===== src/rtl/energy_sorted_hit_list_defines.svh =====
// Assertion macros shared by the sorted hit list modules
`ifndef ENERGY_SORTED_HIT_LIST_DEFINES_SVH
`define ENERGY_SORTED_HIT_LIST_DEFINES_SVH
`ifndef ASSERT_OFF
`define ESHL_ASSERT(label, clk, rst, prop) \
   label: assert property (@(posedge clk) disable iff (rst) (prop)) \
      else $error("eshl assertion failed");
`define ESHL_ASSERT_NEXT(label, clk, rst, ante, cons) \
   label: assert property (@(posedge clk) disable iff (rst) (ante) |=> (cons)) \
      else $error("eshl assertion failed");
`else
`define ESHL_ASSERT(label, clk, rst, prop)
`define ESHL_ASSERT_NEXT(label, clk, rst, ante, cons)
`endif
`endif


===== src/rtl/eshl_pkg.sv =====
// Shared codes, widths and control structs of the sorted hit list
package eshl_pkg;

   localparam int ENERGY_W   = 24;
   localparam int TIME_W     = 32;
   localparam int POSITION_W = 16;
   localparam int CHANNEL_W  = 8;
   localparam int INDEX_W    = 4;
   localparam int KIND_W     = 2;
   localparam int STATUS_W   = 3;
   localparam int SLOT_W     = 4;
   localparam int COUNT_W    = 5;
   localparam int REQ_DATA_W = 88;
   localparam int RSP_DATA_W = 96;

   localparam logic [KIND_W-1:0] REQ_CLEAR  = 2'd0;
   localparam logic [KIND_W-1:0] REQ_INSERT = 2'd1;
   localparam logic [KIND_W-1:0] REQ_READ   = 2'd2;

   localparam logic [STATUS_W-1:0] ST_INSERTED   = 3'd0;
   localparam logic [STATUS_W-1:0] ST_ZERO       = 3'd1;
   localparam logic [STATUS_W-1:0] ST_FULL       = 3'd2;
   localparam logic [STATUS_W-1:0] ST_READ_OK    = 3'd3;
   localparam logic [STATUS_W-1:0] ST_READ_EMPTY = 3'd4;
   localparam logic [STATUS_W-1:0] ST_CLEARED    = 3'd5;

   typedef struct packed {
      logic capture;
      logic compare;
      logic apply;
   } cmd_type;

   typedef struct packed {
      logic out_busy;
   } sts_type;

endpackage


===== src/rtl/eshl_ctrl.sv =====
// Sequencer: capture, compare and apply steps of one request
`include "energy_sorted_hit_list_defines.svh"
module eshl_ctrl
   import eshl_pkg::*;
(
   input  logic    clock,
   input  logic    reset,
   input  logic    req_tvalid,
   output logic    req_tready,
   output cmd_type cmd,
   input  sts_type sts
);

   typedef enum logic [2:0] {
      S_IDLE  = 3'b001,
      S_CMP   = 3'b010,
      S_APPLY = 3'b100
   } state_type;

   state_type state_ff, state_in;

   always_comb begin
      state_in = state_ff;
      case (state_ff)
         S_IDLE: begin
            if (req_tvalid) state_in = S_CMP;
         end
         S_CMP: begin
            state_in = S_APPLY;
         end
         S_APPLY: begin
            if (!sts.out_busy) state_in = S_IDLE;
         end
         default: begin
            state_in = S_IDLE;
         end
      endcase
   end

   always_ff @(posedge clock) begin
      if (reset) begin
         state_ff <= S_IDLE;
      end else begin
         state_ff <= state_in;
      end
   end

   assign req_tready  = (state_ff == S_IDLE);
   assign cmd.capture = req_tvalid && (state_ff == S_IDLE);
   assign cmd.compare = (state_ff == S_CMP);
   assign cmd.apply   = (state_ff == S_APPLY) && !sts.out_busy;

   `ESHL_ASSERT_NEXT(a_accept_to_cmp, clock, reset, cmd.capture, state_ff == S_CMP)
   `ESHL_ASSERT_NEXT(a_cmp_to_apply, clock, reset, state_ff == S_CMP, state_ff == S_APPLY)
   `ESHL_ASSERT_NEXT(a_apply_hold, clock, reset, (state_ff == S_APPLY) && sts.out_busy, state_ff == S_APPLY)

endmodule


===== src/rtl/eshl_datapath.sv =====
// Hit cells with parallel energy compare, shift-insert and result register
`include "energy_sorted_hit_list_defines.svh"
module eshl_datapath
   import eshl_pkg::*;
#(
   parameter int LIST_DEPTH = 16
)
(
   input  logic                  clock,
   input  logic                  reset,
   input  cmd_type               cmd,
   output sts_type               sts,
   input  logic [KIND_W-1:0]     req_type,
   input  logic [ENERGY_W-1:0]   hit_energy,
   input  logic [TIME_W-1:0]     hit_time,
   input  logic [POSITION_W-1:0] hit_position,
   input  logic [CHANNEL_W-1:0]  hit_channel,
   input  logic [INDEX_W-1:0]    read_index,
   input  logic                  rsp_tready,
   output logic                  rsp_tvalid,
   output logic [STATUS_W-1:0]   status,
   output logic [SLOT_W-1:0]     slot,
   output logic [COUNT_W-1:0]    hit_count,
   output logic [ENERGY_W-1:0]   out_energy,
   output logic [TIME_W-1:0]     out_time,
   output logic [POSITION_W-1:0] out_position,
   output logic [CHANNEL_W-1:0]  out_channel
);

   localparam int IDX_W = $clog2(LIST_DEPTH);
   localparam int CNT_W = $clog2(LIST_DEPTH + 1);
   localparam int SW    = (IDX_W > SLOT_W) ? IDX_W : SLOT_W;
   localparam int HW    = (CNT_W > COUNT_W) ? CNT_W : COUNT_W;
   localparam int RW    = (CNT_W > INDEX_W) ? CNT_W : INDEX_W;

   logic [KIND_W-1:0]     kind_ff;
   logic [ENERGY_W-1:0]   e_ff;
   logic [TIME_W-1:0]     t_ff;
   logic [POSITION_W-1:0] p_ff;
   logic [CHANNEL_W-1:0]  c_ff;
   logic [INDEX_W-1:0]    idx_ff;

   logic [LIST_DEPTH-1:0] gt_ff, gt_in;
   logic [CNT_W-1:0]      count_ff, count_in;

   logic [ENERGY_W-1:0]   energy_ff   [LIST_DEPTH];
   logic [TIME_W-1:0]     time_ff     [LIST_DEPTH];
   logic [POSITION_W-1:0] position_ff [LIST_DEPTH];
   logic [CHANNEL_W-1:0]  channel_ff  [LIST_DEPTH];

   logic [LIST_DEPTH-1:0] sel;
   logic [IDX_W-1:0]      pos;
   logic                  zero_e;
   logic                  full_rej;
   logic                  do_insert;
   logic [RW-1:0]         rd_idx;
   logic                  rd_ok;

   logic                  rsp_valid_ff, rsp_valid_in;
   logic [STATUS_W-1:0]   status_ff, status_in;
   logic [SLOT_W-1:0]     slot_ff, slot_in;
   logic [COUNT_W-1:0]    hcount_ff, hcount_in;
   logic [ENERGY_W-1:0]   oe_ff, oe_in;
   logic [TIME_W-1:0]     ot_ff, ot_in;
   logic [POSITION_W-1:0] op_ff, op_in;
   logic [CHANNEL_W-1:0]  oc_ff, oc_in;
   logic                  produce;

   // hold request
   always_ff @(posedge clock) begin
      if (cmd.capture) begin
         kind_ff <= req_type;
         e_ff    <= hit_energy;
         t_ff    <= hit_time;
         p_ff    <= hit_position;
         c_ff    <= hit_channel;
         idx_ff  <= read_index;
      end
   end

   always_comb begin
      for (int i = 0; i < LIST_DEPTH; i++) begin
         gt_in[i] = (CNT_W'(i) < count_ff) && (energy_ff[i] > e_ff);
      end
   end

   always_ff @(posedge clock) begin
      if (cmd.compare) gt_ff <= gt_in;
   end

   always_comb begin
      pos = '0;
      for (int i = 0; i < LIST_DEPTH; i++) begin
         if (i == 0) sel[i] = !gt_ff[i];
         else sel[i] = !gt_ff[i] && gt_ff[(i > 0) ? i - 1 : 0];
         if (sel[i]) pos = pos | IDX_W'(i);
      end
   end

   assign zero_e    = (e_ff == '0);
   assign full_rej  = &gt_ff;
   assign do_insert = cmd.apply && (kind_ff == REQ_INSERT) && !zero_e && !full_rej;
   assign rd_idx    = RW'(idx_ff);
   assign rd_ok     = rd_idx < RW'(count_ff);

   // advance cells below the insertion point, load the new hit at it
   always_ff @(posedge clock) begin
      for (int i = 0; i < LIST_DEPTH; i++) begin
         if (do_insert) begin
            if (sel[i]) begin
               energy_ff[i]   <= e_ff;
               time_ff[i]     <= t_ff;
               position_ff[i] <= p_ff;
               channel_ff[i]  <= c_ff;
            end else if (!gt_ff[i] && (i > 0)) begin
               energy_ff[i]   <= energy_ff[(i > 0) ? i - 1 : 0];
               time_ff[i]     <= time_ff[(i > 0) ? i - 1 : 0];
               position_ff[i] <= position_ff[(i > 0) ? i - 1 : 0];
               channel_ff[i]  <= channel_ff[(i > 0) ? i - 1 : 0];
            end
         end
      end
   end

   always_comb begin
      count_in  = count_ff;
      produce   = 1'b0;
      status_in = ST_CLEARED;
      slot_in   = '0;
      oe_in     = '0;
      ot_in     = '0;
      op_in     = '0;
      oc_in     = '0;
      if (cmd.apply) begin
         case (kind_ff)
            REQ_CLEAR: begin
               produce   = 1'b1;
               count_in  = '0;
               status_in = ST_CLEARED;
            end
            REQ_INSERT: begin
               produce = 1'b1;
               if (zero_e) begin
                  status_in = ST_ZERO;
               end else if (full_rej) begin
                  status_in = ST_FULL;
               end else begin
                  status_in = ST_INSERTED;
                  slot_in   = SLOT_W'(SW'(pos));
                  if (count_ff < CNT_W'(LIST_DEPTH)) count_in = count_ff + CNT_W'(1);
               end
            end
            REQ_READ: begin
               produce = 1'b1;
               slot_in = idx_ff;
               if (rd_ok) begin
                  status_in = ST_READ_OK;
                  oe_in     = energy_ff[rd_idx[IDX_W-1:0]];
                  ot_in     = time_ff[rd_idx[IDX_W-1:0]];
                  op_in     = position_ff[rd_idx[IDX_W-1:0]];
                  oc_in     = channel_ff[rd_idx[IDX_W-1:0]];
               end else begin
                  status_in = ST_READ_EMPTY;
               end
            end
            default: begin
               produce = 1'b0;
            end
         endcase
      end
      hcount_in    = COUNT_W'(HW'(count_in));
      rsp_valid_in = produce || (rsp_valid_ff && !rsp_tready);
   end

   always_ff @(posedge clock) begin
      if (reset) begin
         count_ff     <= '0;
         rsp_valid_ff <= 1'b0;
      end else begin
         count_ff     <= count_in;
         rsp_valid_ff <= rsp_valid_in;
      end
   end

   always_ff @(posedge clock) begin
      if (produce) begin
         status_ff <= status_in;
         slot_ff   <= slot_in;
         hcount_ff <= hcount_in;
         oe_ff     <= oe_in;
         ot_ff     <= ot_in;
         op_ff     <= op_in;
         oc_ff     <= oc_in;
      end
   end

   assign sts.out_busy = rsp_valid_ff && !rsp_tready;
   assign rsp_tvalid   = rsp_valid_ff;
   assign status       = status_ff;
   assign slot         = slot_ff;
   assign hit_count    = hcount_ff;
   assign out_energy   = oe_ff;
   assign out_time     = ot_ff;
   assign out_position = op_ff;
   assign out_channel  = oc_ff;

   `ESHL_ASSERT(a_count_max, clock, reset, count_ff <= CNT_W'(LIST_DEPTH))
   `ESHL_ASSERT_NEXT(a_clear_empties, clock, reset, cmd.apply && (kind_ff == REQ_CLEAR), count_ff == '0)
   `ESHL_ASSERT(a_read_nonzero, clock, reset, !(rsp_valid_ff && (status_ff == ST_READ_OK)) || (oe_ff != '0))

endmodule


===== src/rtl/energy_sorted_hit_list.sv =====
// A result is registered after its request passes the compare step, then the shift-insert step.
// A new request is taken only once the previous one has passed the compare and apply steps.
// A result waiting on rsp_tready holds the apply step; no request is taken until it applies.
// Reset is synchronous: it empties the list and clears the sequencer and result valid.
// Stored hits are not cleared by reset; only slots below the hit count are ever read.
module energy_sorted_hit_list
   import eshl_pkg::*;
#(
   parameter int LIST_DEPTH = 16
)
(
   input  logic                  clock,
   input  logic                  reset,
   input  logic                  req_tvalid,
   output logic                  req_tready,
   // hit_energy[23:0], hit_time[55:24], hit_position[71:56], hit_channel[79:72],
   // read_index[83:80], zero fill[87:84]
   input  logic [REQ_DATA_W-1:0] req_tdata,
   // req_type[1:0]
   input  logic [KIND_W-1:0]     req_tuser,
   output logic                  rsp_tvalid,
   input  logic                  rsp_tready,
   // slot[3:0], hit_count[8:4], out_energy[32:9], out_time[64:33],
   // out_position[80:65], out_channel[88:81], zero fill[95:89]
   output logic [RSP_DATA_W-1:0] rsp_tdata,
   // status[2:0]
   output logic [STATUS_W-1:0]   rsp_tuser
);

   cmd_type               cmd;
   sts_type               sts;
   logic [SLOT_W-1:0]     slot;
   logic [COUNT_W-1:0]    hit_count;
   logic [ENERGY_W-1:0]   out_energy;
   logic [TIME_W-1:0]     out_time;
   logic [POSITION_W-1:0] out_position;
   logic [CHANNEL_W-1:0]  out_channel;

   eshl_ctrl u_ctrl (
      .clock      (clock),
      .reset      (reset),
      .req_tvalid (req_tvalid),
      .req_tready (req_tready),
      .cmd        (cmd),
      .sts        (sts)
   );

   eshl_datapath #(
      .LIST_DEPTH (LIST_DEPTH)
   ) u_datapath (
      .clock        (clock),
      .reset        (reset),
      .cmd          (cmd),
      .sts          (sts),
      .req_type     (req_tuser),
      .hit_energy   (req_tdata[23:0]),
      .hit_time     (req_tdata[55:24]),
      .hit_position (req_tdata[71:56]),
      .hit_channel  (req_tdata[79:72]),
      .read_index   (req_tdata[83:80]),
      .rsp_tready   (rsp_tready),
      .rsp_tvalid   (rsp_tvalid),
      .status       (rsp_tuser),
      .slot         (slot),
      .hit_count    (hit_count),
      .out_energy   (out_energy),
      .out_time     (out_time),
      .out_position (out_position),
      .out_channel  (out_channel)
   );

   assign rsp_tdata = {7'b0, out_channel, out_position, out_time, out_energy, hit_count, slot};

endmodule


===== config.mk =====
export PLATFORM = sky130hd
export DESIGN_NAME = energy_sorted_hit_list
export DESIGN_NICKNAME = d
export VERILOG_FILES = /design/src/rtl/eshl_pkg.sv /design/src/rtl/eshl_ctrl.sv /design/src/rtl/eshl_datapath.sv /design/src/rtl/energy_sorted_hit_list.sv
export VERILOG_INCLUDE_DIRS = /design/src /design/src/rtl
export SDC_FILE = /design/constraint.sdc
export NUM_CORES = 2
export LEC_CHECK = 0
export ABC_AREA = 0
export BUFFER_PORTS_ARGS = -buffer_cell sky130_fd_sc_hd__buf_2
export CAP_MARGIN = 20
export CELL_PAD_IN_SITES_DETAIL_PLACEMENT = 1
export CELL_PAD_IN_SITES_GLOBAL_PLACEMENT = 2
export CORE_MARGIN = 2
export CORE_UTILIZATION = 54
export CTS_BUF_LIST = sky130_fd_sc_hd__clkbuf_2
export DETAILED_ROUTE_END_ITERATION = 8
export HOLD_SLACK_MARGIN = 0.05
export PLACE_DENSITY_LB_ADDON = 0.1
export SETUP_SLACK_MARGIN = 0.1
export SLEW_MARGIN = 20
export SYNTH_ARGS = -nofsm -noshare
export SYNTH_HDL_FRONTEND = slang
export SYNTH_SLANG_ARGS = --single-unit

===== constraint.sdc =====
create_clock -name clock -period 19.6 [get_ports clock]
set_input_delay 1.96 -clock clock [delete_from_list [all_inputs] [get_ports clock]]
set_output_delay 1.96 -clock clock [all_outputs]
set_load 0.005 [all_outputs]

==> flow_summary.json <==
{
  "io_buffer_count": 183,
  "wl_mm": 249,
  "ys_seq_area_share_pct": 56.4,
  "placed_area_um2": 81600,
  "path_clk_slew_ns": 0.11,
  "slowest_delay_ns": 0.79,
  "ys_warn_count": 0,
  "die_area_um2": 149000,
  "cp_slowest_cell": "buf_4",
  "core_area_um2": 145000,
  "worst_pin_slew_ns": 1.18,
  "grt_max_degree": 130,
  "synth_edf_count": 1474,
  "fin_area_um2": 85100,
  "routedWlPerCell_um": 34.4,
  "routabilityCongestion": 0.888,
  "post_cts_buffers": 0,
  "fp.dieH_um": 386,
  "rows": 140,
  "fill_cells": 13400,
  "cellLeakagePower_nw": 30.3,
  "vias": 49300,
  "first_iter_violations": 5518,
  "synth_async_sr_flop_share_pct": 0,
  "ctsResizeCount": 0,
  "hold_viol": 0,
  "required_ns": 21.02,
  "crit_top_cell": "buf_4",
  "place_ws_ns": 13.43,
  "firstDrtPassIters": 5,
  "grt_util_all_layers_pct": 33.7,
  "critPathCapture": "u_datapath.out_energy[22]$_SDFFCE_PN0P_",
  "syn_inst": 4678,
  "start_kind": "flop",
  "ys_ff_latch": 1483,
  "post-dp-hpwl_mm": 145,
  "fin_crit_ns": 5.67,
  "ctsHoldBuffers": 0,
  "drive_gt1_share_pct": 46.4,
  "max_freq_ghz": 0.176,
  "multi_input_area_um2": 32800,
  "r2r_start": "u_datapath.idx_ff[0]$_DFFE_PP_",
  "ff_latch_area_um2": 44400,
  "dieWidth_um": 386,
  "cts_buffers": 405,
  "holdWs_ns": 0.374,
  "yosysUniqueCellTypes": 69,
  "synth.cell_area_um2": 78800,
  "nets": 5540,
  "ios": 195,
  "cts.sinks": 1483,
  "rsz0062_at_grt": "false",
  "h-tree-depth": 5,
  "cp.arrival_ns": 7.09,
  "endpoint_kind": "flop",
  "critPathKind": "flop to flop",
  "path_cells": "buf_4 > buf_4 > buf_4 > buf_4 > buf_4 > mux4_2 > mux4_2 > nor2b_1",
  "reg2reg_slack_ns": 13.93,
  "clock_path_buffers": 4,
  "finClkSkew_ns": 0.202,
  "setup_viol": 0,
  "grt-ovfl-total": 0,
  "cp-startpoint": "u_datapath.idx_ff[0]$_DFFE_PP_",
  "clock_latency_ns": 1.80,
  "cts_tree": "built",
  "synth_top_flop_cell": "edfxtp_1",
  "antenna_found_initial": 8,
  "status": "finished, final reports clean",
  "crit_cells": 8,
  "cts_root_buf": "clkbuf_2",
  "syn_avg_cell_area_um2": 16.8,
  "fin_crit_sh_pct": 28.9,
  "hold_class": "input pin to flop",
  "crit-reg2reg-capture": "u_datapath.out_energy[22]$_SDFFCE_PN0P_",
  "grt_pass1_vias": 50800,
  "worstPathBufferInverterCount": 5,
  "max_slew_margin_pct": 21.4,
  "worstRegToRegCells": 8,
  "initial_core_util_pct": 54.2,
  "maxCapViolations": 0,
  "syn2layout_area_growth_pct": 7.99,
  "cpLargestDelayFamily": "buffers and inverters",
  "grt_pass1_wl_mm": 361,
  "fin_ws_ns": 13.93,
  "setup_tns_ns": 0,
  "final_max_slew_viol_count": 0,
  "drc": 0,
  "peakVddDrop_mv": 0.0460,
  "vias_per_cell": 6.79,
  "power_density_nw_per_um2": 73.9,
  "drtAntennaViolNets": 0,
  "cp_max_fo": 41
}
## kinds of logic (layout without fill, tap and decap cells)
group / after synthesis / count (layout) / synth area share [%]
compound gates: 353 / 353 / 2.84
simple gates: 462 / 462 / 3.28
buf+inv: 387 / 1032 / 2.25
flops: 1483 / 1483 / 56.4
fa+ha+maj: 392 / 392 / 6.23
other cells: 1 / 16 / 0.00476
mux: 1600 / 1600 / 29.0
## final cells by class
type                            instances  share of cell area (%)
Tap cell                             1917                    2.82
Sequential cell                      1483                    52.3
Antenna cell                            9                  0.0265
Multi-Input combinational cell       2814                    38.6
Clock buffer                          566                    3.33
Inverter                               62                   0.279
Clock inverter                        116                   0.638
Timing Repair Buffer                  288                    2.09
## sequential cells by signal, indices dropped and copies added, names as in the netlist, 8 cells and up
signal and flops:
u_datapath.out_channel 8, u_datapath.time_ff 512, u_datapath.e_ff 24, u_datapath.position_ff 256
u_datapath.energy_ff 384, u_datapath.p_ff 16, u_datapath.t_ff 32, u_datapath.out_energy 24
u_datapath.out_time 32, u_datapath.c_ff 8, u_datapath.gt_ff 16, u_datapath.channel_ff 128
u_datapath.out_position 16
## worst min path at each step
stage,start,end,cells after the start
finish,req_tdata[30],u_datapath.t_ff[6]$_DFFE_PP_,1
global route,req_tdata[33],u_datapath.t_ff[9]$_DFFE_PP_,1
CTS,req_tdata[30],u_datapath.t_ff[6]$_DFFE_PP_,1
detailed placement,u_datapath.position_ff[11][7]$_DFFE_PP_,u_datapath.position_ff[12][7]$_DFFE_PP_,1
global placement,u_datapath.channel_ff[13][7]$_DFFE_PP_,u_datapath.channel_ff[14][7]$_DFFE_PP_,1
floorplan,u_datapath.c_ff[0]$_DFFE_PP_,u_datapath.channel_ff[0][0]$_DFFE_PP_,0
## placed cells by master, fill, tap and decap left out, types with 13 or more instances in the layout
| cell | netlist | routed |
|---|---|---|
| nand2_1 | 66 | 66 |
| nand4_1 | 92 | 92 |
| nor2_4 | 0 | 16 |
| inv_1 | 61 | 60 |
| nand3_1 | 65 | 65 |
| a31oi_1 | 13 | 13 |
| ha_1 | 392 | 392 |
| clkbuf_2 | 0 | 566 |
| o211ai_1 | 14 | 14 |
| a21oi_1 | 156 | 156 |
| edfxtp_1 | 1474 | 1474 |
| mux2_1 | 51 | 51 |
| nor2b_1 | 102 | 101 |
| clkinv_1 | 1 | 91 |
| o21ai_0 | 34 | 34 |
| buf_4 | 12 | 99 |
| nor2_1 | 56 | 40 |
| mux4_2 | 400 | 400 |
| clkinv_2 | 0 | 16 |
| mux2_2 | 1069 | 1069 |
| o31ai_1 | 18 | 18 |
| nor3_1 | 18 | 18 |
| a21o_1 | 40 | 40 |
| buf_2 | 138 | 183 |
| mux2_4 | 80 | 80 |
## per-layer routing
layer / vias to the layer above / GRT usage, % / part of all wire [%]
met5: - / 0 / 0.0052
met1: 26200 / 48.6 / 43
met4: 2 / 12.1 / 3.4
li1: 20000 / - / -
met2: 2543 / 51.3 / 46
met3: 481 / 6.27 / 8.1
## cell usage after synthesis, types with 3 or more instances
cell type	instances	share of area [%]
a31oi_1	13	0.10
buf_8	8	0.15
nand3_1	65	0.41
nand4_1	92	0.73
mux2_2	1069	15
o311ai_0	3	0.033
nor4_2	5	0.079
a21o_1	40	0.38
a22o_1	5	0.056
dfxtp_1	9	0.23
buf_4	12	0.11
clkbuf_1	162	0.77
inv_1	61	0.29
a21boi_0	10	0.095
buf_2	138	0.88
a221o_1	9	0.11
or4_1	10	0.095
mux2_1	51	0.73
a221oi_1	9	0.10
edfxtp_1	1474	56
and2_0	4	0.032
and2_1	3	0.024
o22ai_1	3	0.024
mux2_4	80	1.5
buf_1	3	0.014
nor3_1	18	0.11
a41oi_1	4	0.044
a32o_1	4	0.051
a21oi_1	156	0.99
and4_1	5	0.056
mux4_2	400	11
a211oi_1	6	0.057
ha_1	392	6.2
and3_1	7	0.056
nor2b_1	102	0.81
nor4_1	14	0.11
o31ai_1	18	0.17
o21ai_0	34	0.22
nor2_1	56	0.27
o211ai_1	14	0.13
nand2b_1	4	0.032
o21a_1	8	0.076
nand2_1	66	0.31
## stage by stage
step	power [mW]	utilization, %	std cells
after floorplan	4.00	-	4684
after global placement	4.15	56.2	6563
after detailed placement	4.17	56.2	6563
after CTS	6.33	58.5	7245
after global routing	6.52	58.6	7255
final	6.28	58.6	7255
## power breakdown
part / total (mW) / internal, mW / leakage, nW / switching (mW)
sequential: 3.54 / 3.51 / 13.6 / 0.0393
combinational: 0.554 / 0.283 / 14.1 / 0.271
clock: 2.18 / 0.811 / 2.62 / 1.37
total: 6.28 / 4.60 / 30.3 / 1.68
No activity file was read; power rests on OpenSTA's default activity.
